<file path="src/hw/rtl/lgp_pkg.sv">
`default_nettype none

package lgp_pkg;

    // Fixed-point limits and constants
    localparam logic [63:0]        LIM         = 64'h3FFF_FFFF_FFFF_FFFF;
    localparam logic [63:0]        LIM_Q       = 64'h0FFF_FFFF_FFFF_FFFF;
    localparam logic signed [63:0] LIM_S       = 64'sh3FFF_FFFF_FFFF_FFFF;
    localparam logic signed [63:0] NLIM_S      = -64'sh3FFF_FFFF_FFFF_FFFF;
    localparam logic signed [63:0] OUT_MAX     = 64'sh007F_FFFF_FFFF_FFFF;
    localparam logic signed [63:0] OUT_MIN     = 64'shFF80_0000_0000_0000;
    localparam logic signed [63:0] ONE_Q32     = 64'sh0000_0001_0000_0000;
    localparam logic signed [63:0] NEG_ONE_Q32 = 64'shFFFF_FFFF_0000_0000;
    localparam logic [63:0]        HALF_Q30    = 64'h0000_0000_2000_0000;
    localparam logic signed [32:0] ONE_Q30     = 33'sh0_4000_0000;
    localparam logic signed [31:0] NEG_ONE_Q30 = 32'shC000_0000;
    localparam logic [6:0]         SMALL_STEPS = 7'd8;
    localparam logic [6:0]         POINT_STEPS = 7'd92;

    // Shared arithmetic unit operations
    typedef enum logic [2:0] {
        ALU_MZH,
        ALU_MZL,
        ALU_MULS,
        ALU_ADD,
        ALU_SUB
    } alu_op_t;

    typedef struct packed {
        alu_op_t            op;
        logic signed [63:0] a;
        logic signed [63:0] b;
        logic signed [31:0] z;
        logic [6:0]         c;
    } alu_req_t;

    typedef struct packed {
        logic signed [63:0] y;
        logic               sat;
    } alu_rsp_t;

    // Divider
    typedef enum logic {
        DIV_SMALL,
        DIV_POINT
    } div_kind_t;

    typedef struct packed {
        logic               start;
        div_kind_t          kind;
        logic signed [63:0] num;
        logic [6:0]         den_small;
        logic signed [32:0] den_pt;
    } div_req_t;

    typedef struct packed {
        logic               done;
        logic signed [63:0] y;
        logic               sat;
    } div_rsp_t;

    // Sequencer states
    typedef enum logic [4:0] {
        ST_IDLE,
        ST_INIT,
        ST_LOOP,
        ST_A_MZH,
        ST_A_MZL,
        ST_A_MC,
        ST_A_MK,
        ST_A_SUB,
        ST_A_DIV,
        ST_A_WAIT,
        ST_D_MC,
        ST_D_MZH,
        ST_D_MZL,
        ST_D_MC2,
        ST_D_ADD,
        ST_D_MK,
        ST_D_SUB,
        ST_D_DIV,
        ST_D_WAIT,
        ST_FIN,
        ST_G_ADD,
        ST_P_DIV1,
        ST_P_WAIT1,
        ST_G_SUB,
        ST_P_DIV2,
        ST_P_WAIT2,
        ST_DONE
    } state_t;

endpackage

`default_nettype wire

</file>
<file path="src/hw/rtl/lgp_div.sv">
`default_nettype none

module lgp_div
    import lgp_pkg::*;
(
    input  var logic     clk,
    input  var logic     rst_n,
    input  var div_req_t req,
    output div_rsp_t     rsp
);

    logic [6:0]  cnt_reg, cnt_next;
    logic        done_reg, done_next;
    div_kind_t   kind_reg, kind_next;
    logic [63:0] sh_reg, sh_next;
    logic [31:0] rem_reg, rem_next;
    logic [63:0] q_reg, q_next;
    logic        ovf_reg, ovf_next;
    logic        neg_reg, neg_next;
    logic [6:0]  ds_reg, ds_next;
    logic [31:0] dm_reg, dm_next;

    logic        busy;
    logic [63:0] num_mag;
    logic [32:0] den_abs;
    logic [6:0]  rs;
    logic [6:0]  rc;
    logic [7:0]  qb;
    logic [32:0] rc33;
    logic        ge;
    logic [32:0] remp;
    logic        rnd;
    logic [63:0] qr;
    logic [63:0] mag;

    assign busy = (cnt_reg != 7'd0);

    // Radix-256 step for small divisors: eight compare-subtracts on 7 bits
    always_comb
    begin
        rs = rem_reg[6:0];
        qb = '0;
        for (int j = 7; j >= 0; j--)
        begin
            rc = {rs[5:0], sh_reg[56 + j]};
            if (rc >= ds_reg)
            begin
                rs    = rc - ds_reg;
                qb[j] = 1'b1;
            end
            else
            begin
                rs = rc;
            end
        end
    end

    // One restoring step for the divide by 1+z
    always_comb
    begin
        rc33 = {rem_reg, sh_reg[61]};
        ge   = (rc33 >= {1'b0, dm_reg});
        remp = ge ? (rc33 - {1'b0, dm_reg}) : rc33;
    end

    // Next-state of the divider registers
    always_comb
    begin
        num_mag   = req.num[63] ? 64'(-req.num) : 64'(req.num);
        den_abs   = req.den_pt[32] ? 33'(-req.den_pt) : 33'(req.den_pt);
        cnt_next  = cnt_reg;
        kind_next = kind_reg;
        sh_next   = sh_reg;
        rem_next  = rem_reg;
        q_next    = q_reg;
        ovf_next  = ovf_reg;
        neg_next  = neg_reg;
        ds_next   = ds_reg;
        dm_next   = dm_reg;
        done_next = busy && (cnt_reg == 7'd1);
        if (req.start)
        begin
            kind_next = req.kind;
            ds_next   = req.den_small;
            dm_next   = den_abs[31:0];
            rem_next  = '0;
            q_next    = '0;
            ovf_next  = 1'b0;
            if (req.kind == DIV_SMALL)
            begin
                neg_next = req.num[63];
                sh_next  = num_mag + {58'd0, req.den_small[6:1]};
                cnt_next = SMALL_STEPS;
            end
            else
            begin
                neg_next = req.num[63] ^ req.den_pt[32];
                sh_next  = num_mag;
                cnt_next = POINT_STEPS;
            end
        end
        else if (busy)
        begin
            cnt_next = cnt_reg - 7'd1;
            if (kind_reg == DIV_SMALL)
            begin
                sh_next  = {sh_reg[55:0], 8'd0};
                rem_next = {25'd0, rs};
                q_next   = {q_reg[55:0], qb};
            end
            else
            begin
                sh_next  = {sh_reg[62:0], 1'b0};
                rem_next = remp[31:0];
                q_next   = {q_reg[62:0], ge};
                ovf_next = ovf_reg | (q_reg[63:62] != 2'b00);
            end
        end
    end

    // Rounding and clamping of the point quotient, and sign of the final quotient
    always_comb
    begin
        rnd     = !ovf_reg && ({rem_reg, 1'b0} >= {1'b0, dm_reg});
        qr      = q_reg + {63'd0, rnd};
        rsp.sat = 1'b0;
        if (kind_reg == DIV_SMALL)
        begin
            mag = q_reg;
        end
        else if (ovf_reg || (qr > LIM))
        begin
            mag     = LIM;
            rsp.sat = 1'b1;
        end
        else
        begin
            mag = qr;
        end
        rsp.y    = neg_reg ? -$signed(mag) : $signed(mag);
        rsp.done = done_reg;
    end

    always_ff @(posedge clk or negedge rst_n)
    begin
        if (!rst_n)
        begin
            cnt_reg  <= '0;
            done_reg <= 1'b0;
        end
        else
        begin
            cnt_reg  <= cnt_next;
            done_reg <= done_next;
        end
    end

    always_ff @(posedge clk)
    begin
        kind_reg <= kind_next;
        sh_reg   <= sh_next;
        rem_reg  <= rem_next;
        q_reg    <= q_next;
        ovf_reg  <= ovf_next;
        neg_reg  <= neg_next;
        ds_reg   <= ds_next;
        dm_reg   <= dm_next;
    end

endmodule

`default_nettype wire

</file>
<file path="config.mk">
export PLATFORM = sky130hd
export DESIGN_NAME = lgp_div
export DESIGN_NICKNAME = d
export VERILOG_FILES = /design/src/hw/rtl/lgp_pkg.sv /design/src/hw/rtl/lgp_div.sv
export SDC_FILE = /design/constraint.sdc
export NUM_CORES = 1
export LEC_CHECK = 0
export ABC_AREA = 1
export BUFFER_PORTS_ARGS = -buffer_cell sky130_fd_sc_hd__buf_4
export CORE_AREA = 2 2 369 188
export CTS_BUF_LIST = sky130_fd_sc_hd__clkbuf_8
export CTS_CLUSTER_SIZE = 28
export DETAILED_ROUTE_END_ITERATION = 10
export DIE_AREA = 0 0 371 190
export GPL_TIMING_DRIVEN = 0
export PLACE_DENSITY = 0.51
export SETUP_SLACK_MARGIN = 0.4
export SLEW_MARGIN = 25
export SYNTH_ARGS = -nofsm -noshare
export SYNTH_HDL_FRONTEND = slang
export SYNTH_SLANG_ARGS = --single-unit
</file>
<file path="constraint.sdc">
create_clock -name clk -period 12.5 [get_ports clk]
set_input_delay 1.25 -clock clk [delete_from_list [all_inputs] [get_ports clk]]
set_output_delay 1.25 -clock clk [all_outputs]
set_load 0.02 [all_outputs]
</file>
==> results list <==
- Max cap viols: 0
- Setup repair after global routing left no endpoint under its margin.
- The worst setup path is launched from a register.
- The final-report max-slew violation count is 0.
* Synth warn: 0
- In this run the core area contains 68 standard-cell rows.
- Total Routing Usage GR: 0.312
- Static timing analysis puts the maximum clock frequency at 85.4 MHz.
* Slew of the pin with the lowest slew margin: 1.12 ns
- Via density: 5.44
- After the last flow step, the layout net total stands at 4307.
* Top cell by count, worst path: sky130_fd_sc_hd__nand2_1
- Placed inst area: 25800 um2
- For this block, the routed nets add up to 113000 um of wire.
* CTS Buf Count: 31
- Measured along the y axis, the die boundary spans 190 um.
- Port buffering added 172 buffers.
- Final worst path period share: 0.937
- After floorplanning, the core was sized to cover 67800 um2.
- Signal arrival time at the worst endpoint: 12.30 ns
- H-tree Lvls: 1
- No sink is reached through more buffers than the 3 on the longest clock path.
- The first global-routing pass estimated 162000 um of wire.
* Number of flip-flops and latches in the synthesized netlist: 210
- Pre-antenna DRT Iters: 6
- Initial cell density of the core: 0.344
* Library cell used as clock root buffer: sky130_fd_sc_hd__clkbuf_8
- Via count of the first global-routing pass: 23.8k
- For this block, the via count after detailed routing is 27.3k.
- Post-synth EDFFs: 105
- Fraction of layout cells with a size suffix above 1: 0.113
* Dominant synthesized flop cell: sky130_fd_sc_hd__edfxtp_1
- The worst pin sits at a relative slew slack of 0.252.
* Die footprint: 70500 um2
* Async set or reset register ratio after synthesis: 0.0381
* Net count of the mapped netlist: 4058
- The cell area that synthesis handed to floorplanning was 23300 um2.
* Stage delay of the slowest cell on the critical path: 0.38 ns
* Number of antenna-violating nets in the routed design: 0
* Peak fanout along the critical path: 9
* Post-synthesis cell type count: 62
* Worst reg-to-reg path cell count: 72
* Sequential-to-total area share from yosys stat: 0.227
- Outcome: completed
* Hold Slack: 0.423 ns
- The endpoint identified for the worst register-to-register timing path is rem_reg[1].
- Entering global routing, the biggest net connects 45 pins.
- Average wire per standard cell: 22.5 um
- Clock Latency Late Sink: 0.70 ns
- After detailed routing, the number of remaining DRC violations is 0.
- The area growth from synthesis to layout is 17.0%.
* Number of clock sinks seen by CTS: 210
- After global routing the overflow that remains totals 0.
* RD Place Congestion: 1.11
* Half-perimeter wire length of the detailed placement result: 94800 um
- The critical path contains buffers and inverters numbering 16 combined.
* Horiz. Die Dim: 371 um
- The worst setup path is captured at a register.
- During I/O placement, the number of pins put on the boundary was 174.
* Synth Instances: 3839
* CP max-delay cell: sky130_fd_sc_hd__edfxtp_1
- After layout, the minimum clock period comes to 11.71 ns.
- Clock skew on the completed layout was measured at 0.0687 ns.
- Worst flop-to-flop path startpoint: ds_reg[5]
- Worst R2R Setup Slack: 0.79 ns
* Final cell area excluding filler cells: 27300 um2
* Initial DRC Count: 3855
- Commonest non-fill, non-tap cells in the layout: sky130_fd_sc_hd__nand2_1, sky130_fd_sc_hd__inv_1, sky130_fd_sc_hd__nor2_1
- Clock-pin slew reported for the worst setup and hold paths after clock tree synthesis: 0.08 ns
- At the worst endpoint, the required time is 13.08 ns.
- The number of antenna violations at the first check in global routing was 0.
* Final Setup Violations: 0
- The number of hold violations in the final report is 0.
- The critical path is of the register to register type.
- In this design, the largest share of critical-path delay is due to simple AND/OR/NAND/NOR gates.
- The library cell used most frequently in the layout, excluding fill and tap cells, is sky130_fd_sc_hd__nand2_1.
- Hold repair after CTS inserted 0 buffers.
* Average instance area after synthesis: 6.08 um2
* Worst hold-check path type: input port to async pin
- TritonCTS built the clock tree.
synth_stat cells, drive strengths merged, types with 18 or more instances:
library cell  count  share of area
nor2            550          0.096
clkbuf           67          0.011
o21ai           299          0.064
xnor2            46          0.018
nand3           304          0.068
o22ai            74          0.020
nor3             70          0.015
inv             536          0.086
or2              18         0.0048
edfxtp          105           0.14
nand4            69          0.019
a21oi           152          0.033
dfxtp            97          0.083
nand2           998           0.16
buf              41          0.010
xor2            167          0.063
o211ai           20         0.0064
ha              101          0.054
layout make-up:
cell class / count / area, um2
diodes: 1 / 2.50
plain buffers: 108 / 492
clock buffers: 37 / 509
clock inverters: 21 / 188
fillers: 7508 / 40500
inverters: 540 / 2070
multi-input cells: 2981 / 15900
flip-flops and latches: 210 / 5300
well taps: 910 / 1140
repair buffers: 215 / 1690
repair inverters: 1 / 7.51
what timing repair did:
action | 4_1_cts | 5_1_grt
gates resized for setup | 34 | 86
pin swaps | 8 | 26
buffers inserted | 22 | 20
cloned | 0 | 1
setup endpoints to repair | 9 | 8
cell families after synthesis:
kind of cell | Yosys count | share of synthesized area
and+or+nand+nor | 2046 | 0.376
buffers and inverters | 648 | 0.108
AOI/OAI and AO/OA | 611 | 0.145
xor gates and xnor gates | 213 | 0.0806
DFF | 210 | 0.227
adders and majority gates | 111 | 0.0627
how the worst max path moves through the flow:
stage	start	to	slack, ns	cells after the start
floorplan	ds_reg[1]	rem_reg[3]	1.03	69
global placement	ds_reg[1]	q_reg[0]	-2.95	69
detailed placement	ds_reg[1]	rem_reg[3]	-2.84	70
CTS	ds_reg[5]	rem_reg[3]	0.43	71
global route	ds_reg[4]	rem_reg[0]	0.26	73
finish	ds_reg[5]	rem_reg[1]	0.79	72
worst reg2reg max path: cells and delay by family (launching register included):
family | cells | cell delay (ns)
fa+ha+maj | 8 | 2.23
simple gates | 28 | 3.72
buf+inv | 16 | 1.84
compound gates | 20 | 3.42
flops | 1 | 0.38
per-stage QoR:
step                cells  utilization  TNS [ns]  setup WS, ns
finish               5024        0.403         0         0.785
global route         5023        0.403         0         0.255
CTS                  5002        0.394         0         0.432
detailed placement   4922        0.380    -21.82         -2.84
global placement     4921        0.380    -22.70         -2.95
floorplan            3839            -         0          1.03
routing by layer:
metal	GRT usage	up-vias	routed length [um]
met5	0.0275	-	262
met4	0.0221	4	645
met3	0.162	49	19600
met2	0.292	1566	31400
met1	0.551	12700	61400
li1	-	13000	-
Power is not shown: default switching activity piles up to over one toggle a cycle in this logic, so the estimate is an artifact.
